### src/iis_pkg.sv
`timescale 1ns / 1ps
// ----------------------------------------------------------------------------
// iis_pkg
// shared types and codes for the integer interval set unit
// ----------------------------------------------------------------------------
package iis_pkg;

	typedef enum logic [1:0] {
		OP_ADD   = 2'd0,
		OP_POINT = 2'd1,
		OP_RANGE = 2'd2,
		OP_NONE  = 2'd3
	} op_t;

	typedef enum logic [6:0] {
		ST_IDLE  = 7'b0000001,
		ST_SCAN  = 7'b0000010,
		ST_DEC   = 7'b0000100,
		ST_COPY  = 7'b0001000,
		ST_SWAP  = 7'b0010000,
		ST_SUM   = 7'b0100000,
		ST_OUT   = 7'b1000000
	} state_t;

	typedef struct packed {
		logic        hit;
		logic        changed;
		logic        overflow;
		logic [4:0]  range_count;
		logic        set_empty;
		logic [31:0] set_min;
		logic [31:0] set_max;
		logic [31:0] total_size;
	} result_t;

	localparam logic [32:0] SAT_MAX = 33'h0_FFFF_FFFF;

endpackage

### src/iis_ram.sv
`timescale 1ns / 1ps
// ----------------------------------------------------------------------------
// iis_ram
// generic single-port-write, single-port-read ram with registered read
// ----------------------------------------------------------------------------
module iis_ram #(
	parameter int WIDTH = 64,
	parameter int DEPTH = 16
) (
	input  logic                     clk,
	input  logic                     we,
	input  logic [$clog2(DEPTH)-1:0] waddr,
	input  logic [WIDTH-1:0]         wdata,
	input  logic [$clog2(DEPTH)-1:0] raddr,
	output logic [WIDTH-1:0]         rdata
);

	logic [WIDTH-1:0] mem [DEPTH];

	always_ff @(posedge clk) begin
		if (we) begin
			mem[waddr] <= wdata;
		end
		rdata <= mem[raddr];
	end

endmodule

### src/integer_interval_set_unit.sv
`timescale 1ns / 1ps
// ----------------------------------------------------------------------------
// integer_interval_set_unit
// sorted table of disjoint signed 32-bit ranges with merge on insert
// ----------------------------------------------------------------------------
// usage:
//  input channel (valid/ready) takes op, first_bound, second_bound; op add
//  merges a range into the set, point and range ops test membership.
//  one result transaction per input on the output channel, with a summary of
//  the whole set (count, min, max, empty, saturated total size).
//  the table sits in two ping-pong rams (low/high pairs); a scan pass reads
//  every stored entry to decide cover and merge, a copy pass writes the new
//  table into the other bank, and a sum pass totals the sizes.
//  a query or an add that leaves the table alone runs the scan pass and then
//  the sum pass; an add that rewrites the table runs the copy pass between
//  them (one ram read per cycle in each pass); one item is worked on at a
//  time.
//  reset empties the set at once (entry count zero, no ram clearing).
//  the result is held in an output register; the next input is taken as soon
//  as the previous result leaves, and a stalled receiver simply holds it.
// ----------------------------------------------------------------------------
module integer_interval_set_unit #(
	parameter int MAX_RANGES = 16
) (
	input  logic        clk,
	input  logic        arst_n,
	input  logic        in_valid,
	output logic        in_ready,
	input  logic [1:0]  op,
	input  logic signed [31:0] first_bound,
	input  logic signed [31:0] second_bound,
	output logic        out_valid,
	input  logic        out_ready,
	output logic        hit,
	output logic        changed,
	output logic        overflow,
	output logic [4:0]  range_count,
	output logic        set_empty,
	output logic signed [31:0] set_min,
	output logic signed [31:0] set_max,
	output logic [31:0] total_size
);

	localparam int AW = $clog2(MAX_RANGES);
	localparam int CW = $clog2(MAX_RANGES + 1);
	localparam logic [CW-1:0] CMAX = CW'(MAX_RANGES);

	iis_pkg::state_t state_q;
	logic          bank_q;
	logic [CW-1:0] cnt_q, ncnt_q, idx_q;
	logic          rvalid_q;
	logic [CW-1:0] ridx_q;
	iis_pkg::op_t  op_q;
	logic signed [32:0] lo_q, hi_q, mlo_q, mhi_q;
	logic          cov_q, merged_q, placed_q, pend_q;
	logic signed [31:0] pl_q, ph_q, first_q;
	logic [32:0]   total_q;
	logic          out_valid_q;
	iis_pkg::result_t res_q;

	logic [1:0]    we;
	logic [AW-1:0] waddr, raddr;
	logic [63:0]   wdata;
	logic [63:0]   rdata [2];

	for (genvar g = 0; g < 2; g++) begin : g_bank
		iis_ram #(.WIDTH(64), .DEPTH(MAX_RANGES)) u_ram (
			.clk(clk), .we(we[g]), .waddr(waddr), .wdata(wdata),
			.raddr(raddr), .rdata(rdata[g]));
	end

	logic signed [32:0] el, eh;
	logic touch;
	assign el = 33'(signed'(rdata[bank_q][63:32]));
	assign eh = 33'(signed'(rdata[bank_q][31:0]));
	assign touch = (eh + 33'sd1 >= lo_q) && (el - 33'sd1 <= hi_q);
	assign raddr = idx_q[AW-1:0];

	logic signed [31:0] a_in, b_in;
	assign a_in = first_bound;
	assign b_in = second_bound;

	assign in_ready = (state_q == iis_pkg::ST_IDLE) && !out_valid_q;

	// write port of the destination bank during copy and swap
	logic          do_wr;
	logic signed [31:0] wl, wh;
	always_comb begin
		do_wr = 1'b0;
		wl = '0;
		wh = '0;
		if (state_q == iis_pkg::ST_COPY && rvalid_q) begin
			if (!touch) begin
				do_wr = 1'b1;
				if (pend_q) begin
					wl = pl_q;
					wh = ph_q;
				end else if (!placed_q && el > mhi_q) begin
					wl = mlo_q[31:0];
					wh = mhi_q[31:0];
				end else begin
					wl = el[31:0];
					wh = eh[31:0];
				end
			end
		end else if (state_q == iis_pkg::ST_SWAP && (pend_q || !placed_q)) begin
			do_wr = 1'b1;
			wl = pend_q ? pl_q : mlo_q[31:0];
			wh = pend_q ? ph_q : mhi_q[31:0];
		end
	end
	assign wdata = {wl, wh};
	assign waddr = ncnt_q[AW-1:0];
	assign we[0] = do_wr && bank_q;
	assign we[1] = do_wr && !bank_q;

	logic [32:0] tsum;
	assign tsum = total_q + 33'(eh - el + 33'sd1);

	always_ff @(posedge clk or negedge arst_n) begin
		if (!arst_n) begin
			state_q     <= iis_pkg::ST_IDLE;
			bank_q      <= 1'b0;
			cnt_q       <= '0;
			out_valid_q <= 1'b0;
			rvalid_q    <= 1'b0;
		end else begin
			if (out_valid_q && out_ready) begin
				out_valid_q <= 1'b0;
			end
			case (state_q)
				iis_pkg::ST_IDLE: begin
					if (in_valid && in_ready) begin
						op_q     <= iis_pkg::op_t'(op);
						first_q  <= a_in;
						lo_q     <= (a_in < b_in) ? 33'(a_in) : 33'(b_in);
						hi_q     <= (a_in < b_in) ? 33'(b_in) : 33'(a_in);
						mlo_q    <= (a_in < b_in) ? 33'(a_in) : 33'(b_in);
						mhi_q    <= (a_in < b_in) ? 33'(b_in) : 33'(a_in);
						cov_q    <= 1'b0;
						merged_q <= 1'b0;
						idx_q    <= '0;
						rvalid_q <= 1'b0;
						state_q  <= iis_pkg::ST_SCAN;
					end
				end
				iis_pkg::ST_SCAN: begin
					if (op_q == iis_pkg::OP_POINT) begin
						lo_q <= 33'(first_q);
						hi_q <= 33'(first_q);
					end
					rvalid_q <= idx_q < cnt_q;
					ridx_q   <= idx_q;
					idx_q    <= idx_q + CW'(1);
					if (rvalid_q) begin
						if (lo_q >= el && hi_q <= eh) cov_q <= 1'b1;
						if (touch) begin
							merged_q <= 1'b1;
							if (el < mlo_q) mlo_q <= el;
							if (eh > mhi_q) mhi_q <= eh;
						end
					end
					if (idx_q >= cnt_q && !(idx_q == '0 && !rvalid_q && cnt_q != '0)) begin
						if (!(idx_q < cnt_q)) state_q <= iis_pkg::ST_DEC;
					end
				end
				iis_pkg::ST_DEC: begin
					idx_q    <= '0;
					rvalid_q <= 1'b0;
					ncnt_q   <= '0;
					placed_q <= 1'b0;
					pend_q   <= 1'b0;
					total_q  <= '0;
					res_q.hit      <= (op_q != iis_pkg::OP_NONE) && cov_q;
					res_q.changed  <= 1'b0;
					res_q.overflow <= 1'b0;
					if (op_q == iis_pkg::OP_ADD && !cov_q) begin
						if (!merged_q && cnt_q >= CMAX) begin
							res_q.overflow <= 1'b1;
							state_q <= iis_pkg::ST_SUM;
						end else begin
							res_q.changed <= 1'b1;
							state_q <= iis_pkg::ST_COPY;
						end
					end else begin
						state_q <= iis_pkg::ST_SUM;
					end
				end
				iis_pkg::ST_COPY: begin
					rvalid_q <= idx_q < cnt_q;
					idx_q    <= idx_q + CW'(1);
					// once the merged range is out, entries trail by one slot
					if (do_wr) begin
						ncnt_q <= ncnt_q + CW'(1);
						if (pend_q || (!placed_q && el > mhi_q)) begin
							placed_q <= 1'b1;
							pend_q   <= 1'b1;
							pl_q     <= el[31:0];
							ph_q     <= eh[31:0];
						end
					end
					if (cnt_q == '0 || (rvalid_q && idx_q >= cnt_q)) begin
						state_q <= iis_pkg::ST_SWAP;
					end
				end
				iis_pkg::ST_SWAP: begin
					if (do_wr) ncnt_q <= ncnt_q + CW'(1);
					if (pend_q) begin
						pend_q <= 1'b0;
					end else begin
						placed_q <= 1'b1;
						bank_q   <= !bank_q;
						cnt_q    <= do_wr ? ncnt_q + CW'(1) : ncnt_q;
						idx_q    <= '0;
						rvalid_q <= 1'b0;
						total_q  <= '0;
						state_q  <= iis_pkg::ST_SUM;
					end
				end
				iis_pkg::ST_SUM: begin
					rvalid_q <= idx_q < cnt_q;
					ridx_q   <= idx_q;
					idx_q    <= idx_q + CW'(1);
					if (rvalid_q) begin
						total_q <= (tsum > iis_pkg::SAT_MAX) ? iis_pkg::SAT_MAX : tsum;
						if (ridx_q == '0) res_q.set_min <= el[31:0];
						if (ridx_q == cnt_q - CW'(1)) res_q.set_max <= eh[31:0];
					end
					if (cnt_q == '0 || (rvalid_q && idx_q >= cnt_q)) begin
						state_q <= iis_pkg::ST_OUT;
					end
				end
				iis_pkg::ST_OUT: begin
					res_q.range_count <= 5'(cnt_q);
					res_q.set_empty   <= cnt_q == '0;
					res_q.total_size  <= total_q[31:0];
					if (cnt_q == '0) begin
						res_q.set_min <= '0;
						res_q.set_max <= '0;
					end
					out_valid_q <= 1'b1;
					state_q     <= iis_pkg::ST_IDLE;
				end
				default: state_q <= iis_pkg::ST_IDLE;
			endcase
		end
	end

	assign out_valid   = out_valid_q;
	assign hit         = res_q.hit;
	assign changed     = res_q.changed;
	assign overflow    = res_q.overflow;
	assign range_count = res_q.range_count;
	assign set_empty   = res_q.set_empty;
	assign set_min     = res_q.set_min;
	assign set_max     = res_q.set_max;
	assign total_size  = res_q.total_size;

	a_no_accept_busy: assert property (@(posedge clk) disable iff (!arst_n)
		(state_q != iis_pkg::ST_IDLE) |-> !in_ready)
		else $error("input taken while busy");
	a_cnt_bound: assert property (@(posedge clk) disable iff (!arst_n)
		cnt_q <= CMAX)
		else $error("entry count above table size");
	a_flags_excl: assert property (@(posedge clk) disable iff (!arst_n)
		out_valid_q |-> !(res_q.changed && res_q.overflow))
		else $error("changed and overflow together");
	a_empty_cnt: assert property (@(posedge clk) disable iff (!arst_n)
		out_valid_q |-> (res_q.set_empty == (cnt_q == '0)))
		else $error("empty flag mismatch");

endmodule

### config.mk
export PLATFORM = sky130hd
export DESIGN_NAME = integer_interval_set_unit
export DESIGN_NICKNAME = d
export VERILOG_FILES = /design/src/iis_pkg.sv /design/src/iis_ram.sv /design/src/integer_interval_set_unit.sv
export SDC_FILE = /design/constraint.sdc
export NUM_CORES = 2
export LEC_CHECK = 0
export BUFFER_PORTS_ARGS = -buffer_cell sky130_fd_sc_hd__buf_4
export CAP_MARGIN = 10
export CELL_PAD_IN_SITES_DETAIL_PLACEMENT = 1
export CELL_PAD_IN_SITES_GLOBAL_PLACEMENT = 1
export CORE_UTILIZATION = 40
export DETAILED_ROUTE_END_ITERATION = 10
export MAX_ROUTING_LAYER = met4
export PLACE_DENSITY_LB_ADDON = 0.05
export RECOVER_POWER = 100
export SYNTH_ARGS = -nofsm -noshare
export SYNTH_HDL_FRONTEND = slang
export SYNTH_SLANG_ARGS = --single-unit
### constraint.sdc
create_clock -name clk -period 18.7 [get_ports clk]
set_input_delay 1.87 -clock clk [delete_from_list [all_inputs] [get_ports clk]]
set_output_delay 1.87 -clock clk [all_outputs]
set_load 0.05 [all_outputs]
==> run metrics <==
Skew-Pair Late Insertion Delay=0.85 ns; Crit-path slowest cell=dfrtp_1; clk sink count=2574; final max-slew violation count=2575; final wirelength=355 mm; Seq cells post-synth=2574; max cap viols=between 70 and 80; crit path max fanout=44; kind of cell adding the most delay to the critical path=buffers and inverters; Startpoint Class=flip-flop; FF+latch area=75900 um2; nets=~6700; Post-synth EDFFs=2431; most common cell after layout, fill and taps aside=edfxtp_1; Hold Path Class=flip-flop to flip-flop; Synth Flop Type=edfxtp_1; layout cells sized above 1=roughly 19%; max reg flops=~2000; Synth Cell Area=about 110000 um2; post-route ant nets=0; Max H-tree Level=5; crit share post-route=73.7%; Area after DPL=115000 um2; IO Pins=177; Setup Skew=0.0505 ns; number of buffers created by CTS=293; failing checks=max-capacitance violations, max-slew violations; Initial Utilization=40.2%; Peak VDD IR=0.0000940 V; Routed WL per cell=35.2 um; Hold Vio Cnt, Final=0; setup_tns=0 ns; die width=521 um; Final Wtd Congestion=just over 0.9; PortBufs=176; Mapped Cells=5874; number of fill cells in the layout=25000; Finished Layout Cells=10100; gr usage total=26.9%; Die H=521 um; number of distinct library cells after synthesis=93; post-layout min period=13.78 ns; DR pass1 iterations=9; CTS tree=yes; final instance area=roughly 120000 um2; RSZ-0062 raised after global routing=no; fraction of registers with async set/reset=0.583%; Hold-fix buffers, CTS=0; HPWL Detailed=about 240 mm; syn nets=6278; drt via density=slightly below 6; most frequent cells in the layout=edfxtp_1, mux4_2, clkbuf_1; Vias=59000; post-CTS setup buffers=0; Clock Tree Root=clkbuf_16; Core Region=roughly 270000 um2; CTS clk-pin slew, worst paths=0.06 ns; num rows=190; dpl cells=9551; Lkg Pwr=45.6 nW; area occupied by multi-input gates=29900 um2; achievable clock frequency=0.0725 GHz; worst path bufs/invs=3; Largest regs=g_bank.u_ram.mem x2048, g_bank.u_ram.rdata x128, total_q x33; CP endpoint kind=flip-flop; register area share after synthesis=between 70% and 80%; 1st-iter DRT viols=6045; CP max stage delay=between 2 and 3 ns; Worst Tran Pin Value=about 4.4 ns; first-pass GRT wire length=about 500 mm; Remaining Overflow, GRT=0; Resized cells post-CTS=0; synth warn=0; Clock Path Buffers=4; worst setup path class=flip-flop to flip-flop; register with the most flip-flops=g_bank.u_ram.mem; required time of the critical path=around 19 ns; Power Dens Cells=113 nW/um2; crit path cell chain=clkbuf_1, mux2i_1, inv_1, nor4_1, and3_1, and3_1, nand2_2, or3_4, nor3_1, xnor2_1, ha_1, a21oi_1, o21ai_0, a21oi_1, o21ai_0, a211o_1, a211oi_1, a31oi_1, nor2_1, o21a_1, clkbuf_1; largest net degree at the start of global routing=90; die footprint=272000 um2; Area Growth Syn to Fin=13.9%; Slew HR=-193%; Setup-failing EPs final=0; Crit path arrival time=14.18 ns; status=finished with violations; initial antenna violation count=32; vias in the first global route=slightly above 60000; DR DRC count=0; syn avg cell area=between 15 and 20 um2
==> worst paths after layout <==
check,start,end,slack [ns],cells after the start
worst max register to register,bank_q,mhi_q[2],4.92,21
worst max-delay path,bank_q,mhi_q[2],4.92,21
max in group asynchronous,arst_n,state_q[3],16.70,1
worst min-delay path,total_q[30],total_size[30],0.45,0
worst min register to register,total_q[30],total_size[30],0.45,0
min in group asynchronous,arst_n,cnt_q[1],1.27,1
==> through the flow <==
stage                     utilization, %  hold WS [ns]  power (mW)  setup WS [ns]
after floorplan                        -         0.426        7.73           8.53
after global placement              42.9         0.435        8.41           9.28
after detailed placement            42.9         0.439        8.40           9.17
after CTS                           46.3         0.445        14.0           9.12
after global routing                45.8         0.461        14.3           4.40
final                               45.8         0.447        13.8           4.92
==> worst register-to-register path: cells and delay by family (launching register included) <==
| family | cells | cell delay [ns] |
|---|---|---|
| buffers and inverters | 3 | 4.42 |
| AO/OA/AOI/OAI | 8 | 2.66 |
| flip-flops | 1 | 2.51 |
| AND/OR/NAND/NOR | 7 | 2.25 |
| multiplexers | 1 | 1.06 |
| adder cells (fa/ha/maj) | 1 | 0.35 |
| XOR/XNOR | 1 | 0.10 |
==> routing by layer <==
layer | routed length (um) | global-route usage [%] | up-vias
met5 | 0 | - | -
met4 | 13200 | 9.09 | 0
met3 | 19000 | 3.32 | 502
met2 | 162000 | 40.2 | 1903
met1 | 161000 | 38.3 | 32000
li1 | - | - | 24600
==> cells by family after synthesis <==
group / Yosys count / synth area share, %
mux: 712 / 14.1
buf+inv: 623 / 2.29
flops: 2574 / 70.5
simple gates: 833 / 3.95
compound gates: 699 / 4.29
xor+xnor: 98 / 0.796
other cells: 1 / 0.00348
fa+ha+maj: 334 / 4.10
==> synth_stat cells, types with 61 or more instances <==
master,count,area share [%]
nor2_1,232,0.81
nor3_1,113,0.52
mux4_2,640,13
edfxtp_1,2431,68
dfxtp_1,128,2.4
mux2i_1,61,0.57
nand2_1,94,0.33
xnor2_1,83,0.67
o21ai_0,67,0.31
nand3_1,125,0.58
clkbuf_1,194,0.68
a211oi_1,73,0.51
a21o_1,74,0.52
inv_1,347,1.2
a21oi_1,274,1.3
ha_1,302,3.5
or3_1,71,0.41
==> final cells by class <==
type / instances / share of cell area, %
Clock buffer: 418 / 6.72
Clock inverter: 109 / 0.703
Inverter: 349 / 1.07
Tap cell: 3552 / 3.62
Sequential cell: 2574 / 61.8
Antenna cell: 14 / 0.0285
Multi-Input combinational cell: 2677 / 24.4
Timing Repair Buffer: 408 / 1.65
==> power by group <==
group / leakage (nW) / total, mW / internal (mW) / switching [mW]
Combinational: 12.6 / 1.82 / 0.661 / 1.16
Clock: 4.47 / 5.54 / 3.23 / 2.31
Sequential: 28.6 / 6.46 / 6.35 / 0.111
No activity file was read; power rests on OpenSTA's default activity.
